<file path="config.mk">
export PLATFORM = sky130hd
export DESIGN_NAME = ustar_stream_deframer_core
export DESIGN_NICKNAME = d
export VERILOG_FILES = /design/src/design/ustd_pkg.sv /design/src/design/ustd_front.sv /design/src/design/ustd_back.sv /design/src/design/ustar_stream_deframer_core.sv
export SDC_FILE = /design/constraint.sdc
export NUM_CORES = 1
export LEC_CHECK = 0
export ABC_AREA = 1
export BUFFER_PORTS_ARGS = -buffer_cell sky130_fd_sc_hd__buf_2
export CAP_MARGIN = 25
export CORE_ASPECT_RATIO = 1.2
export CORE_MARGIN = 5
export CORE_UTILIZATION = 50
export CTS_BUF_LIST = sky130_fd_sc_hd__clkbuf_8 sky130_fd_sc_hd__clkbuf_16
export CTS_CLUSTER_SIZE = 14
export DETAILED_ROUTE_END_ITERATION = 8
export GPL_TIMING_DRIVEN = 0
export PLACE_DENSITY = 0.67
export RECOVER_POWER = 100
export SKIP_CTS_REPAIR_TIMING = 1
export SLEW_MARGIN = 40
export SYNTH_ARGS = -nofsm -noshare
export SYNTH_HDL_FRONTEND = slang
export SYNTH_SLANG_ARGS = --single-unit
</file>
<file path="constraint.sdc">
create_clock -name aclk -period 14.8 [get_ports aclk]
set_input_delay 4.44 -clock aclk [delete_from_list [all_inputs] [get_ports aclk]]
set_output_delay 4.44 -clock aclk [all_outputs]
set_load 0.02 [all_outputs]
</file>
<file path="src/design/ustd_pkg.sv">
// ----------------------------------------------------------------------------
// ustd_pkg
// shared types, constants and byte helpers of the ustar stream deframer
// ----------------------------------------------------------------------------
package ustd_pkg;

    localparam logic [1:0] KIND_HEADER  = 2'd0;
    localparam logic [1:0] KIND_DATA    = 2'd1;
    localparam logic [1:0] KIND_PAD     = 2'd2;
    localparam logic [1:0] KIND_DISCARD = 2'd3;

    localparam logic [1:0] STAT_RUN  = 2'd0;
    localparam logic [1:0] STAT_DONE = 2'd1;
    localparam logic [1:0] STAT_ERR  = 2'd2;

    localparam logic [2:0] FAULT_NONE      = 3'd0;
    localparam logic [2:0] FAULT_TOO_LARGE = 3'd1;
    localparam logic [2:0] FAULT_MAGIC     = 3'd2;
    localparam logic [2:0] FAULT_CHECKSUM  = 3'd3;
    localparam logic [2:0] FAULT_NAME      = 3'd4;
    localparam logic [2:0] FAULT_TYPE      = 3'd5;
    localparam logic [2:0] FAULT_SIZE      = 3'd6;
    localparam logic [2:0] FAULT_COUNT     = 3'd7;

    localparam logic [1:0] REG_MAX_FILE_BYTES    = 2'd0;
    localparam logic [1:0] REG_MAX_FILE_COUNT    = 2'd1;
    localparam logic [1:0] REG_MAX_PACKAGE_BYTES = 2'd2;

    localparam logic [20:0] MAX_FILE_BYTES_RST    = 21'd524288;
    localparam logic [5:0]  MAX_FILE_COUNT_RST    = 6'd32;
    localparam logic [22:0] MAX_PACKAGE_BYTES_RST = 23'd2097152;

    localparam logic [8:0] POS_SIZE   = 9'd124;
    localparam logic [8:0] POS_CHK    = 9'd148;
    localparam logic [8:0] POS_TYPE   = 9'd156;
    localparam logic [8:0] POS_MAGIC  = 9'd257;
    localparam logic [8:0] POS_LAST   = 9'd511;
    localparam logic [6:0] NAME_FIELD = 7'd100;
    localparam logic [6:0] NAME_LIMIT = 7'd64;

    localparam logic [23:0] CHK_LIMIT  = 24'hFFFFFF;
    localparam logic [23:0] SIZE_LIMIT = 24'h1FFFFF;

    typedef struct packed {
        logic       new_package;
        logic [7:0] data;
        logic       is_zero;
        logic       is_sep;
        logic       is_octal;
        logic       name_ok;
    } item_t;

    typedef struct packed {
        logic        any;
        logic        done;
        logic        bad;
        logic        over;
        logic [23:0] val;
    } oct_t;

    function automatic logic name_char_ok(logic [7:0] b);
        return (b >= 8'h61 && b <= 8'h7a) || (b >= 8'h41 && b <= 8'h5a) ||
               (b >= 8'h30 && b <= 8'h39) || b == 8'h2e || b == 8'h5f || b == 8'h2d;
    endfunction

    function automatic logic [7:0] magic_char(logic [2:0] idx);
        logic [7:0] c;
        case (idx)
            3'd0:    c = 8'h75;
            3'd1:    c = 8'h73;
            3'd2:    c = 8'h74;
            3'd3:    c = 8'h61;
            3'd4:    c = 8'h72;
            default: c = 8'h00;
        endcase
        return c;
    endfunction

    function automatic oct_t octal_step(item_t it, oct_t cur, logic [23:0] lim);
        oct_t        r;
        logic [26:0] v;
        r = cur;
        v = {cur.val, 3'b000} + 27'(it.data[2:0]);
        if (!(cur.done || cur.bad)) begin
            if (it.is_sep) begin
                if (cur.any) begin
                    r.done = 1'b1;
                end
            end else if (!it.is_octal) begin
                r.bad = 1'b1;
            end else begin
                r.any = 1'b1;
                if (!cur.over) begin
                    if (v > {3'b000, lim}) begin
                        r.over = 1'b1;
                        r.val  = lim;
                    end else begin
                        r.val = v[23:0];
                    end
                end
            end
        end
        return r;
    endfunction

endpackage

</file>
<file path="src/design/ustd_front.sv">
// ----------------------------------------------------------------------------
// ustd_front
// classifies each incoming byte and holds it in a two-entry queue
// ----------------------------------------------------------------------------
module ustd_front (
    input  logic            aclk,
    input  logic            aresetn,
    input  logic            s_valid,
    output logic            s_ready,
    input  logic            s_new_package,
    input  logic [7:0]      s_data_byte,
    output logic            q_valid,
    input  logic            q_pop,
    output ustd_pkg::item_t q_item
);

    ustd_pkg::item_t mem [2];
    ustd_pkg::item_t in_item;
    logic       wr_ptr_reg, rd_ptr_reg;
    logic [1:0] count_reg, count_next;
    logic       push;

    always_comb begin
        in_item.new_package = s_new_package;
        in_item.data        = s_data_byte;
        in_item.is_zero     = (s_data_byte == 8'h00);
        in_item.is_sep      = (s_data_byte == 8'h00) || (s_data_byte == 8'h20);
        in_item.is_octal    = (s_data_byte >= 8'h30) && (s_data_byte <= 8'h37);
        in_item.name_ok     = ustd_pkg::name_char_ok(s_data_byte);
    end

    assign s_ready = (count_reg != 2'd2);
    assign push    = s_valid && s_ready;
    assign q_valid = (count_reg != 2'd0);
    assign q_item  = mem[rd_ptr_reg];

    always_comb begin
        count_next = count_reg;
        if (push && !q_pop) begin
            count_next = count_reg + 2'd1;
        end else if (!push && q_pop) begin
            count_next = count_reg - 2'd1;
        end
    end

    always_ff @(posedge aclk) begin
        if (push) begin
            mem[wr_ptr_reg] <= in_item;
        end
    end

    always_ff @(posedge aclk) begin
        if (!aresetn) begin
            wr_ptr_reg <= 1'b0;
            rd_ptr_reg <= 1'b0;
            count_reg  <= 2'd0;
        end else begin
            if (push) begin
                wr_ptr_reg <= ~wr_ptr_reg;
            end
            if (q_pop) begin
                rd_ptr_reg <= ~rd_ptr_reg;
            end
            count_reg <= count_next;
        end
    end

endmodule

</file>
<file path="src/design/ustd_back.sv">
// ----------------------------------------------------------------------------
// ustd_back
// header checks, member tracking and the result register
// ----------------------------------------------------------------------------
module ustd_back (
    input  logic            aclk,
    input  logic            aresetn,
    input  logic            cfg_wr_en,
    input  logic [1:0]      cfg_index,
    input  logic [22:0]     cfg_wr_data,
    input  logic            q_valid,
    output logic            q_pop,
    input  ustd_pkg::item_t q_item,
    output logic            m_valid,
    input  logic            m_ready,
    output logic [1:0]      m_byte_kind,
    output logic [7:0]      m_byte_echo,
    output logic [8:0]      m_header_offset,
    output logic [5:0]      m_file_number,
    output logic            m_entry_opened,
    output logic [20:0]     m_entry_bytes,
    output logic            m_file_end,
    output logic [1:0]      m_run_status,
    output logic [2:0]      m_fault_code
);

    typedef enum logic [2:0] {
        PH_HEADER,
        PH_DATA,
        PH_PAD,
        PH_DONE,
        PH_ERR
    } phase_t;

    logic [20:0] max_file_bytes_reg;
    logic [5:0]  max_file_count_reg;
    logic [22:0] max_package_bytes_reg;

    phase_t        phase_reg, phase_next;
    logic [8:0]    block_pos_reg, block_pos_next;
    logic          all_zero_reg, all_zero_next;
    logic [16:0]   sum_reg, sum_next;
    ustd_pkg::oct_t chk_reg, chk_next;
    ustd_pkg::oct_t size_reg, size_next;
    logic [6:0]    name_len_reg, name_len_next;
    logic          name_end_reg, name_end_next;
    logic          name_bad_reg, name_bad_next;
    logic          magic_good_reg, magic_good_next;
    logic          type_good_reg, type_good_next;
    logic          zero_seen_reg, zero_seen_next;
    logic [5:0]    member_reg, member_next;
    logic [20:0]   data_left_reg, data_left_next;
    logic [8:0]    pad_left_reg, pad_left_next;
    logic [22:0]   bytes_seen_reg, bytes_seen_next;
    logic [2:0]    fault_reg, fault_next;

    logic          m_valid_reg;
    logic [1:0]    kind_reg, kind_next;
    logic [7:0]    echo_reg;
    logic [8:0]    hoff_reg, hoff_next;
    logic [5:0]    fnum_reg;
    logic          opened_reg, opened_next;
    logic [20:0]   ebytes_reg, ebytes_next;
    logic          fend_reg, fend_next;
    logic [1:0]    status_reg, status_next;
    logic [2:0]    fcode_reg, fcode_next;

    assign q_pop = q_valid && (!m_valid_reg || m_ready);

    always_comb begin
        phase_t         ph;
        logic [8:0]     p;
        logic [2:0]     midx;
        logic [20:0]    sz;
        logic           fail;
        logic [2:0]     code;
        ustd_pkg::oct_t size_cur;
        ustd_pkg::oct_t chk_cur;

        ph              = q_item.new_package ? PH_HEADER : phase_reg;
        block_pos_next  = q_item.new_package ? 9'd0 : block_pos_reg;
        all_zero_next   = q_item.new_package ? 1'b1 : all_zero_reg;
        sum_next        = q_item.new_package ? 17'd0 : sum_reg;
        chk_cur         = q_item.new_package ? '0 : chk_reg;
        size_cur        = q_item.new_package ? '0 : size_reg;
        name_len_next   = q_item.new_package ? 7'd0 : name_len_reg;
        name_end_next   = q_item.new_package ? 1'b0 : name_end_reg;
        name_bad_next   = q_item.new_package ? 1'b0 : name_bad_reg;
        magic_good_next = q_item.new_package ? 1'b1 : magic_good_reg;
        type_good_next  = q_item.new_package ? 1'b0 : type_good_reg;
        zero_seen_next  = q_item.new_package ? 1'b0 : zero_seen_reg;
        member_next     = q_item.new_package ? 6'd0 : member_reg;
        data_left_next  = q_item.new_package ? 21'd0 : data_left_reg;
        pad_left_next   = q_item.new_package ? 9'd0 : pad_left_reg;
        bytes_seen_next = q_item.new_package ? 23'd0 : bytes_seen_reg;
        fault_next      = q_item.new_package ? ustd_pkg::FAULT_NONE : fault_reg;
        chk_next        = chk_cur;
        size_next       = size_cur;

        kind_next   = ustd_pkg::KIND_DISCARD;
        hoff_next   = 9'd0;
        opened_next = 1'b0;
        ebytes_next = 21'd0;
        fend_next   = 1'b0;
        p           = block_pos_next;
        midx        = 3'(p - ustd_pkg::POS_MAGIC);
        sz          = size_cur.val[20:0];
        fail        = 1'b0;
        code        = ustd_pkg::FAULT_NONE;

        // package byte budget
        if (ph != PH_ERR) begin
            if (bytes_seen_next != 23'h7FFFFF) begin
                bytes_seen_next = bytes_seen_next + 23'd1;
            end
            if (bytes_seen_next > max_package_bytes_reg) begin
                ph         = PH_ERR;
                fault_next = ustd_pkg::FAULT_TOO_LARGE;
            end
        end

        case (ph)
            PH_HEADER: begin
                kind_next = ustd_pkg::KIND_HEADER;
                hoff_next = p;
                if (!q_item.is_zero) begin
                    all_zero_next = 1'b0;
                end
                if (p >= ustd_pkg::POS_CHK && p < ustd_pkg::POS_TYPE) begin
                    sum_next = sum_next + 17'd32;
                    chk_next = ustd_pkg::octal_step(q_item, chk_cur, ustd_pkg::CHK_LIMIT);
                end else begin
                    sum_next = sum_next + 17'(q_item.data);
                end
                if (p >= ustd_pkg::POS_SIZE && p < ustd_pkg::POS_SIZE + 9'd12) begin
                    size_next = ustd_pkg::octal_step(q_item, size_cur,
                                                     ustd_pkg::SIZE_LIMIT);
                end
                if (p < 9'(ustd_pkg::NAME_FIELD) && !name_end_next) begin
                    if (q_item.is_zero) begin
                        name_end_next = 1'b1;
                    end else begin
                        if ((name_len_next == 7'd0 && q_item.data == 8'h2e) ||
                            !q_item.name_ok) begin
                            name_bad_next = 1'b1;
                        end
                        name_len_next = name_len_next + 7'd1;
                    end
                end
                if (p >= ustd_pkg::POS_MAGIC && p < ustd_pkg::POS_MAGIC + 9'd5 &&
                    q_item.data != ustd_pkg::magic_char(midx)) begin
                    magic_good_next = 1'b0;
                end
                if (p == ustd_pkg::POS_TYPE) begin
                    type_good_next = q_item.is_zero || (q_item.data == 8'h30);
                end

                if (p != ustd_pkg::POS_LAST) begin
                    block_pos_next = p + 9'd1;
                end else begin
                    if (all_zero_next) begin
                        if (zero_seen_next) begin
                            ph = PH_DONE;
                        end
                        zero_seen_next = 1'b1;
                    end else begin
                        zero_seen_next = 1'b0;
                        fail = 1'b1;
                        if (!magic_good_next) begin
                            code = ustd_pkg::FAULT_MAGIC;
                        end else if (!chk_next.any || chk_next.bad ||
                                     chk_next.val != {7'd0, sum_next}) begin
                            code = ustd_pkg::FAULT_CHECKSUM;
                        end else if (name_bad_next || name_len_next == 7'd0 ||
                                     name_len_next >= ustd_pkg::NAME_LIMIT) begin
                            code = ustd_pkg::FAULT_NAME;
                        end else if (!type_good_next) begin
                            code = ustd_pkg::FAULT_TYPE;
                        end else if (!size_next.any || size_next.bad || size_next.over ||
                                     size_next.val[20:0] > max_file_bytes_reg) begin
                            code = ustd_pkg::FAULT_SIZE;
                        end else if (member_next >= max_file_count_reg) begin
                            code = ustd_pkg::FAULT_COUNT;
                        end else begin
                            fail = 1'b0;
                        end
                        if (fail) begin
                            ph         = PH_ERR;
                            fault_next = code;
                        end else begin
                            sz             = size_next.val[20:0];
                            member_next    = member_next + 6'd1;
                            opened_next    = 1'b1;
                            ebytes_next    = sz;
                            data_left_next = sz;
                            pad_left_next  = ~sz[8:0] + 9'd1;
                            if (sz == 21'd0) begin
                                fend_next = 1'b1;
                                ph        = PH_HEADER;
                            end else begin
                                ph = PH_DATA;
                            end
                        end
                    end
                    block_pos_next  = 9'd0;
                    all_zero_next   = 1'b1;
                    sum_next        = 17'd0;
                    chk_next        = '0;
                    size_next       = '0;
                    name_len_next   = 7'd0;
                    name_end_next   = 1'b0;
                    name_bad_next   = 1'b0;
                    magic_good_next = 1'b1;
                    type_good_next  = 1'b0;
                end
            end
            PH_DATA: begin
                kind_next = ustd_pkg::KIND_DATA;
                if (data_left_next != 21'd0) begin
                    data_left_next = data_left_next - 21'd1;
                end
                if (data_left_next == 21'd0) begin
                    fend_next = 1'b1;
                    ph = (pad_left_next != 9'd0) ? PH_PAD : PH_HEADER;
                end
            end
            PH_PAD: begin
                kind_next = ustd_pkg::KIND_PAD;
                if (pad_left_next != 9'd0) begin
                    pad_left_next = pad_left_next - 9'd1;
                end
                if (pad_left_next == 9'd0) begin
                    ph = PH_HEADER;
                end
            end
            default: begin
                kind_next = ustd_pkg::KIND_DISCARD;
            end
        endcase

        phase_next  = ph;
        status_next = (ph == PH_ERR)  ? ustd_pkg::STAT_ERR :
                      (ph == PH_DONE) ? ustd_pkg::STAT_DONE : ustd_pkg::STAT_RUN;
        fcode_next  = (ph == PH_ERR) ? fault_next : ustd_pkg::FAULT_NONE;
    end

    always_ff @(posedge aclk) begin
        if (!aresetn) begin
            max_file_bytes_reg    <= ustd_pkg::MAX_FILE_BYTES_RST;
            max_file_count_reg    <= ustd_pkg::MAX_FILE_COUNT_RST;
            max_package_bytes_reg <= ustd_pkg::MAX_PACKAGE_BYTES_RST;
            phase_reg      <= PH_HEADER;
            block_pos_reg  <= 9'd0;
            all_zero_reg   <= 1'b1;
            sum_reg        <= 17'd0;
            chk_reg        <= '0;
            size_reg       <= '0;
            name_len_reg   <= 7'd0;
            name_end_reg   <= 1'b0;
            name_bad_reg   <= 1'b0;
            magic_good_reg <= 1'b1;
            type_good_reg  <= 1'b0;
            zero_seen_reg  <= 1'b0;
            member_reg     <= 6'd0;
            data_left_reg  <= 21'd0;
            pad_left_reg   <= 9'd0;
            bytes_seen_reg <= 23'd0;
            fault_reg      <= ustd_pkg::FAULT_NONE;
            m_valid_reg    <= 1'b0;
        end else begin
            if (cfg_wr_en) begin
                case (cfg_index)
                    ustd_pkg::REG_MAX_FILE_BYTES:    max_file_bytes_reg <= cfg_wr_data[20:0];
                    ustd_pkg::REG_MAX_FILE_COUNT:    max_file_count_reg <= cfg_wr_data[5:0];
                    ustd_pkg::REG_MAX_PACKAGE_BYTES: max_package_bytes_reg <= cfg_wr_data;
                    default: ;
                endcase
            end
            if (q_pop) begin
                phase_reg      <= phase_next;
                block_pos_reg  <= block_pos_next;
                all_zero_reg   <= all_zero_next;
                sum_reg        <= sum_next;
                chk_reg        <= chk_next;
                size_reg       <= size_next;
                name_len_reg   <= name_len_next;
                name_end_reg   <= name_end_next;
                name_bad_reg   <= name_bad_next;
                magic_good_reg <= magic_good_next;
                type_good_reg  <= type_good_next;
                zero_seen_reg  <= zero_seen_next;
                member_reg     <= member_next;
                data_left_reg  <= data_left_next;
                pad_left_reg   <= pad_left_next;
                bytes_seen_reg <= bytes_seen_next;
                fault_reg      <= fault_next;
                m_valid_reg    <= 1'b1;
            end else if (m_ready) begin
                m_valid_reg <= 1'b0;
            end
        end
    end

    // result payload
    always_ff @(posedge aclk) begin
        if (q_pop) begin
            kind_reg   <= kind_next;
            echo_reg   <= q_item.data;
            hoff_reg   <= hoff_next;
            fnum_reg   <= member_next;
            opened_reg <= opened_next;
            ebytes_reg <= ebytes_next;
            fend_reg   <= fend_next;
            status_reg <= status_next;
            fcode_reg  <= fcode_next;
        end
    end

    assign m_valid         = m_valid_reg;
    assign m_byte_kind     = kind_reg;
    assign m_byte_echo     = echo_reg;
    assign m_header_offset = hoff_reg;
    assign m_file_number   = fnum_reg;
    assign m_entry_opened  = opened_reg;
    assign m_entry_bytes   = ebytes_reg;
    assign m_file_end      = fend_reg;
    assign m_run_status    = status_reg;
    assign m_fault_code    = fcode_reg;

endmodule

</file>
<file path="src/design/ustar_stream_deframer_core.sv">
// ----------------------------------------------------------------------------
// ustar_stream_deframer_core
// streaming ustar archive parser, one byte per transfer
// ----------------------------------------------------------------------------
// Takes one archive byte per clock while s_ready is high and returns one tagged
// result per byte. A byte is first written into the two-entry front queue and is
// then parsed into the result register when the queue pops it. A byte leaves the
// queue when the result register is empty or its result is taken in the same
// cycle, so while a result waits the queue absorbs up to two more bytes before
// s_ready drops. The sustained rate is one byte per cycle while m_ready stays
// high, as the header check and member tracking in the back stage are
// combinational. The user must write limits through the cfg port only while
// no byte is in flight; the block itself does not enforce it.
module ustar_stream_deframer_core (
    input  logic        aclk,
    input  logic        aresetn,
    input  logic        cfg_wr_en,
    input  logic [1:0]  cfg_index,
    input  logic [22:0] cfg_wr_data,
    input  logic        s_valid,
    output logic        s_ready,
    input  logic        s_new_package,
    input  logic [7:0]  s_data_byte,
    output logic        m_valid,
    input  logic        m_ready,
    output logic [1:0]  m_byte_kind,
    output logic [7:0]  m_byte_echo,
    output logic [8:0]  m_header_offset,
    output logic [5:0]  m_file_number,
    output logic        m_entry_opened,
    output logic [20:0] m_entry_bytes,
    output logic        m_file_end,
    output logic [1:0]  m_run_status,
    output logic [2:0]  m_fault_code
);

    logic            q_valid;
    logic            q_pop;
    ustd_pkg::item_t q_item;

    ustd_front u_front (
        .aclk          (aclk),
        .aresetn       (aresetn),
        .s_valid       (s_valid),
        .s_ready       (s_ready),
        .s_new_package (s_new_package),
        .s_data_byte   (s_data_byte),
        .q_valid       (q_valid),
        .q_pop         (q_pop),
        .q_item        (q_item)
    );

    ustd_back u_back (
        .aclk            (aclk),
        .aresetn         (aresetn),
        .cfg_wr_en       (cfg_wr_en),
        .cfg_index       (cfg_index),
        .cfg_wr_data     (cfg_wr_data),
        .q_valid         (q_valid),
        .q_pop           (q_pop),
        .q_item          (q_item),
        .m_valid         (m_valid),
        .m_ready         (m_ready),
        .m_byte_kind     (m_byte_kind),
        .m_byte_echo     (m_byte_echo),
        .m_header_offset (m_header_offset),
        .m_file_number   (m_file_number),
        .m_entry_opened  (m_entry_opened),
        .m_entry_bytes   (m_entry_bytes),
        .m_file_end      (m_file_end),
        .m_run_status    (m_run_status),
        .m_fault_code    (m_fault_code)
    );

    a_fault_on_error: assert property (@(posedge aclk) disable iff (!aresetn)
        m_valid && m_run_status == ustd_pkg::STAT_ERR |-> m_fault_code != ustd_pkg::FAULT_NONE)
        else $error("error result without fault code");

    a_open_in_header: assert property (@(posedge aclk) disable iff (!aresetn)
        m_valid && m_entry_opened |->
            m_byte_kind == ustd_pkg::KIND_HEADER && m_run_status == ustd_pkg::STAT_RUN)
        else $error("entry opened outside a running header");

    a_offset_header_only: assert property (@(posedge aclk) disable iff (!aresetn)
        m_valid && m_byte_kind != ustd_pkg::KIND_HEADER |-> m_header_offset == 9'd0)
        else $error("header offset on non-header byte");

endmodule

</file>
==> run_results.csv, run 1 <==
group,metric,value,unit
job,drv_cap,1,
routing,antenna_left,0,
die,core,38850,µm²
worst_setup_path,critPathBufInv,11,
global_routing,grt_pass1_vias,20130,
synth,synthCells,2957,
synth,ys.flop_type,"dfxtp_1",
timing,rsz0062_at_grt,"no",
routing,wl_per_cell,21.37,µm
clock_tree,clockRootBuffer,"clkbuf_16",
timing,fin_crit,12.07,ns
routing,routed_wl,77830,µm
routing,vias,21450,
routing,drt_first_pass_iters,6,
synth,synth_area,19710,µm²
timing,holdWs,0.4615,ns
placement,dp_hpwl,58850,µm
die,start_util,0.5074,
routing,drt_iter0_drc,2016,
synth,postSynth.asyncResetShare,0,
power_and_ir_drop,comb_power_share,0.614,
power_and_ir_drop,p_switching,0.003086,W
timing,slew_headroom,0.002018,
routing,via_per_inst,5.891,
status,status,"finished, violations left",
die,dieArea,43510,µm²
hold_path,hold_path_class,"register to register",
layout,post-route-util,0.5659,
placement,gp_congestion,1.018,
clock_tree,clock_latency,0.57,ns
global_routing,antenna_found_initial,3,
power_and_ir_drop,p_seq_frac,0.224,
timing,setup_viol,0,
timing,hold_viol,0,
synth,synth.avg_cell_area,6.666,µm²
die,ios,94,
power_and_ir_drop,p_leak,9.961,nW
worst_setup_path,cpPeakStageDelay,0.86,ns
status,violations,"max-capacitance violations",
placement,port_buffers,92,
worst_setup_path,rrSetupSlack,2.73,ns
die,rows,79,
placement,dp.cells,3578,
power_and_ir_drop,power_density,258.4,nW/µm²
die,die_h,227.5,µm
synth,synth_largest_area_cell,"dfxtp_1",
clock_tree,clock_path_buffers,3,
worst_setup_path,worst_ep_required_time,15.20,ns
die,die_w,191.3,µm
power_and_ir_drop,clkPwrFrac,0.162,
synth,synth_top_area_frac,0.2194,
synth,synth_cell_types,53,
global_routing,grt_max_degree,29,
timing,tightestPinTransition,1.497,ns
clock_tree,cts.reportedPaths.clkPinSlew,0.06,ns
worst_setup_path,critical_path_class,"register to register",
power_and_ir_drop,p_sw_frac,0.5434,
timing,setup_tns,0,ns
layout,area_growth,11.51,%
timing,fmax,82.88,MHz
timing,fin_crit_sh,0.8152,
timing,slew_viol_final,0,
clock_tree,numCtsBuffers,35,
synth,synth_edf_count,79,
global_routing,grt_overflow,0,
synth,yosys-top-cells-area,"dfxtp_1 (22%), edfxtp_1 (12%), nand2_1 (12%)",
power_and_ir_drop,p_int,0.002593,W
synth,synthesis.nets,3073,
worst_setup_path,critical_path_arrival,12.47,ns
global_routing,track_usage,0.3484,
timing,clock_skew,0.02723,ns
synth,yosys_warnings,0,
layout,drive_gt1_frac,0.05616,
worst_setup_path,critPathCaptureType,"register",
clock_tree,clock-sinks,295,
synth,synth-seq-area-share,0.3397,
layout,nets,3206,
power_and_ir_drop,peakVddDrop,0.1286,mV
synth,synth_seq_cells,295,
clock_tree,cts_max_level,2,
layout,most-common-layout-cells,"nand2_1 (608), inv_1 (448), nor2_1 (306)",
routing,drc,0,
worst_setup_path,cpLargestDelayFamily,"buffers and inverters",
global_routing,grt_pass1_wl,116200,µm
layout,antenna_cells,0,
worst_setup_path,crit_path_top_delay_cell,"clkbuf_1",
layout,fin_cells,3642,
worst_setup_path,start_kind,"register",
layout,final_common_cell,"nand2_1",
worst_setup_path,critical_path.max_fanout,10,
clock_tree,cts_tree,"yes",
==> metal layers <==
layer  vias up  track usage  share of wire
met5         -            0        0.00017
met4         2       0.2012          0.066
met3       266      0.05936          0.088
met2      1088       0.5699           0.45
met1      9963       0.4354           0.39
li1      10140            -              -
==> metrics by stage <==
stage                     setup slack [ns]  total power, W  cell area [µm²]
after global placement               4.565        0.004603            20830
after floorplan                      7.605        0.003485            19710
after global routing                 2.447        0.006006            21980
final                                2.735        0.005680            21980
after detailed placement             5.196        0.004673            20920
after CTS                            5.179        0.005606            22130
==> synthesized netlist by cell type, drive strengths merged (2+ instances only) <==
library cell,count
nand3b,11
a211o,2
nand4,75
dfxtp,216
a221oi,42
or2,9
nor3b,3
edfxtp,79
o21a,5
xnor2,6
xor2,48
clkbuf,86
nand2,615
o221a,3
a211oi,25
ha,76
a21oi,280
nand3,158
o21ai,249
o211a,2
buf,48
nor4,7
a31oi,3
o22ai,11
and2,2
nor3,54
o211ai,42
o21bai,3
inv,456
o31ai,8
nor2,315
o221ai,10
==> cell families after synthesis <==
| family | after synthesis | synth area share |
|---|---|---|
| AOI/OAI and AO/OA | 689 | 0.2001 |
| xor gates and xnor gates | 54 | 0.02399 |
| adders and majority gates | 77 | 0.04926 |
| buffers and inverters | 591 | 0.1165 |
| DFF | 295 | 0.3397 |
| and+or+nand+nor | 1251 | 0.2704 |
==> final timing paths <==
check                          start                   to  cells past startpoint
setup / recovery            register  u_back.size_reg[26]                     39
hold / removal    u_front.rd_ptr_reg             register                      1
setup reg to reg            register  u_back.size_reg[26]                     39
hold reg to reg   u_front.rd_ptr_reg             register                      1
==> power by group through the flow <==
stage               registers [W]  logic (W)  clock network, W
floorplan                 0.00134    0.00214                 0
finish                    0.00127    0.00349          0.000920
global placement          0.00128    0.00333                 0
CTS                       0.00126    0.00342          0.000929
detailed placement        0.00128    0.00340                 0
global route              0.00129    0.00375          0.000958
==> layout make-up <==
class	count	area (µm²)
plain buffers	134	576.8
clock buffers	39	942.2
clock inverters	24	262.8
fillers	3927	16860
inverters	457	1715
multi-input cells	2071	10740
flip-flops and latches	295	6696
well taps	526	658.1
repair buffers	96	394.1
No activity file was read; power rests on OpenSTA's default activity.
==> run 2: changes to the inputs <==
--- a/config.mk
+++ b/config.mk
@@ -15,7 +15,7 @@
 export CTS_CLUSTER_SIZE = 14
 export DETAILED_ROUTE_END_ITERATION = 8
 export GPL_TIMING_DRIVEN = 0
-export PLACE_DENSITY = 0.67
+export PLACE_DENSITY = 0.7
 export RECOVER_POWER = 100
 export SKIP_CTS_REPAIR_TIMING = 1
 export SLEW_MARGIN = 40
==> constraint.sdc (replaced) <==
create_clock -name aclk -period 10.8 [get_ports aclk]
set_input_delay 3.24 -clock aclk [delete_from_list [all_inputs] [get_ports aclk]]
set_output_delay 3.24 -clock aclk [all_outputs]
set_load 0.02 [all_outputs]
==> run 2 against run 1 <==
- worst setup slack got worse by 2.1 ns
- largest cell class unchanged
- critical endpoint is now u_back.m_file_end
- the flow now finishes without violations
- sequential power is 37% higher
- via count up 0.48%
- critical path type unchanged
- cell count about the same
- core utilization fell by 0.12 points
==> run_results.csv, run 2 (same netlist as run 1, synthesis figures left out) <==
group,metric,value,unit
worst_setup_path,worst_ep_required_time,11.15,ns
timing,hold_viol,0,
die,die_w,191.3,µm
routing,antenna_left,0,
timing,clock_skew,0.03000,ns
worst_setup_path,critical_path_class,"register to register",
die,ios,94,
clock_tree,cts_tree,"yes",
power_and_ir_drop,p_sw_frac,0.5485,
layout,most-common-layout-cells,"nand2_1 (607), inv_1 (454), nor2_1 (305)",
clock_tree,cts_max_level,2,
timing,fin_crit,10.14,ns
worst_setup_path,cpLargestDelayFamily,"simple AND/OR/NAND/NOR gates",
timing,slew_viol_final,0,
layout,drive_gt1_frac,0.05650,
layout,fin_area,21930,µm²
clock_tree,clock_latency,0.58,ns
clock_tree,clock_path_buffers,3,
power_and_ir_drop,power_density,353.8,nW/µm²
worst_setup_path,start_kind,"register",
timing,setup_tns,0,ns
global_routing,grt_max_degree,30,
routing,routed_wl,79020,µm
worst_setup_path,critPathCaptureType,"register",
die,start_util,0.5074,
worst_setup_path,critical_path_arrival,10.49,ns
hold_path,hold_path_class,"register to register",
die,rows,79,
placement,dp_hpwl,60080,µm
power_and_ir_drop,comb_power_share,0.620,
placement,place_area,20920,µm²
global_routing,grt_overflow,0,
global_routing,grt_pass1_vias,20240,
timing,holdWs,0.4552,ns
routing,drt_first_pass_iters,5,
power_and_ir_drop,p_switching,0.004257,W
clock_tree,numCtsBuffers,35,
layout,area_growth,11.27,%
routing,drc,0,
clock_tree,clock-sinks,295,
clock_tree,cts.reportedPaths.clkPinSlew,0.06,ns
worst_setup_path,critical_path.max_fanout,10,
routing,vias,21560,
placement,gp_congestion,1.017,
timing,tightestPinTransition,1.455,ns
power_and_ir_drop,peakVddDrop,0.1713,mV
global_routing,antenna_found_initial,1,
worst_setup_path,cpPeakStageDelay,0.60,ns
hold_path,min_from,"u_front.rd_ptr_reg",
status,status,"finished clean",
layout,nets,3205,
die,dieArea,43510,µm²
routing,drt_iter0_drc,2286,
power_and_ir_drop,p_int,0.003504,W
job,drv_cap,0,
global_routing,grt_pass1_wl,118100,µm
timing,slew_headroom,0.02984,
timing,fmax,98.60,MHz
layout,final_common_cell,"nand2_1",
power_and_ir_drop,p_seq_frac,0.224,
worst_setup_path,critPathBufInv,9,
timing,fin_crit_sh,0.9391,
clock_tree,clockRootBuffer,"clkbuf_16",
placement,port_buffers,92,
die,die_h,227.5,µm
global_routing,track_usage,0.3548,
timing,rsz0062_at_grt,"no",
worst_setup_path,crit_path_top_delay_cell,"nor2_2",
power_and_ir_drop,p_leak,9.974,nW
power_and_ir_drop,clkPwrFrac,0.156,
routing,via_per_inst,5.917,
die,core,38850,µm²
layout,post-route-util,0.5646,
routing,wl_per_cell,21.69,µm
timing,setup_viol,0,
-- run 2: path summary, 6_finish.rpt --
path | end | slack [ns] | cells after the start
max reg2reg | u_back.m_file_end | 0.66 | 37
min | u_front.rd_ptr_reg | 0.46 | 1
min reg2reg | u_front.rd_ptr_reg | 0.46 | 1
max | u_back.m_file_end | 0.66 | 37
-- run 2: cell type report --
class | instances | area (µm²)
Fill cell | 3931 | 16910
Multi-Input combinational cell | 2071 | 10730
Sequential cell | 295 | 6696
Inverter | 457 | 1715
Clock buffer | 38 | 917.1
Tap cell | 526 | 658.1
Buffer | 134 | 590.6
Timing Repair Buffer | 95 | 392.9
Clock inverter | 25 | 230.2
Antenna cell | 2 | 5.005
-- run 2: metrics by stage --
| stage | std cells | power [W] | setup WS [ns] |
|---|---|---|---|
| 2_1_floorplan | 2957 | 0.004776 | 4.473 |
| 3_3_place_gp | 3575 | 0.006342 | 0.4518 |
| 3_5_place_dp | 3578 | 0.006432 | 1.021 |
| 4_1_cts | 3641 | 0.007650 | 0.9843 |
| 5_1_grt | 3641 | 0.008210 | 0.3564 |
| 6_report | 3643 | 0.007761 | 0.6576 |
-- run 2: routing by layer --
metal	track usage	vias to the layer above	wire length (µm)
li1	-	10130	-
met1	0.4483	10060	30860
met2	0.5849	1120	36170
met3	0.06564	249	7402
met4	0.1754	0	4587
met5	0	-	0
-- run 2: power by group through the flow --
stage | Clock (W) | Combinational [W] | Sequential, W
global route | 0.00127 | 0.00517 | 0.00178
finish | 0.00121 | 0.00481 | 0.00174
detailed placement | 0 | 0.00469 | 0.00175
global placement | 0 | 0.00460 | 0.00175
floorplan | 0 | 0.00294 | 0.00184
CTS | 0.00122 | 0.00471 | 0.00173
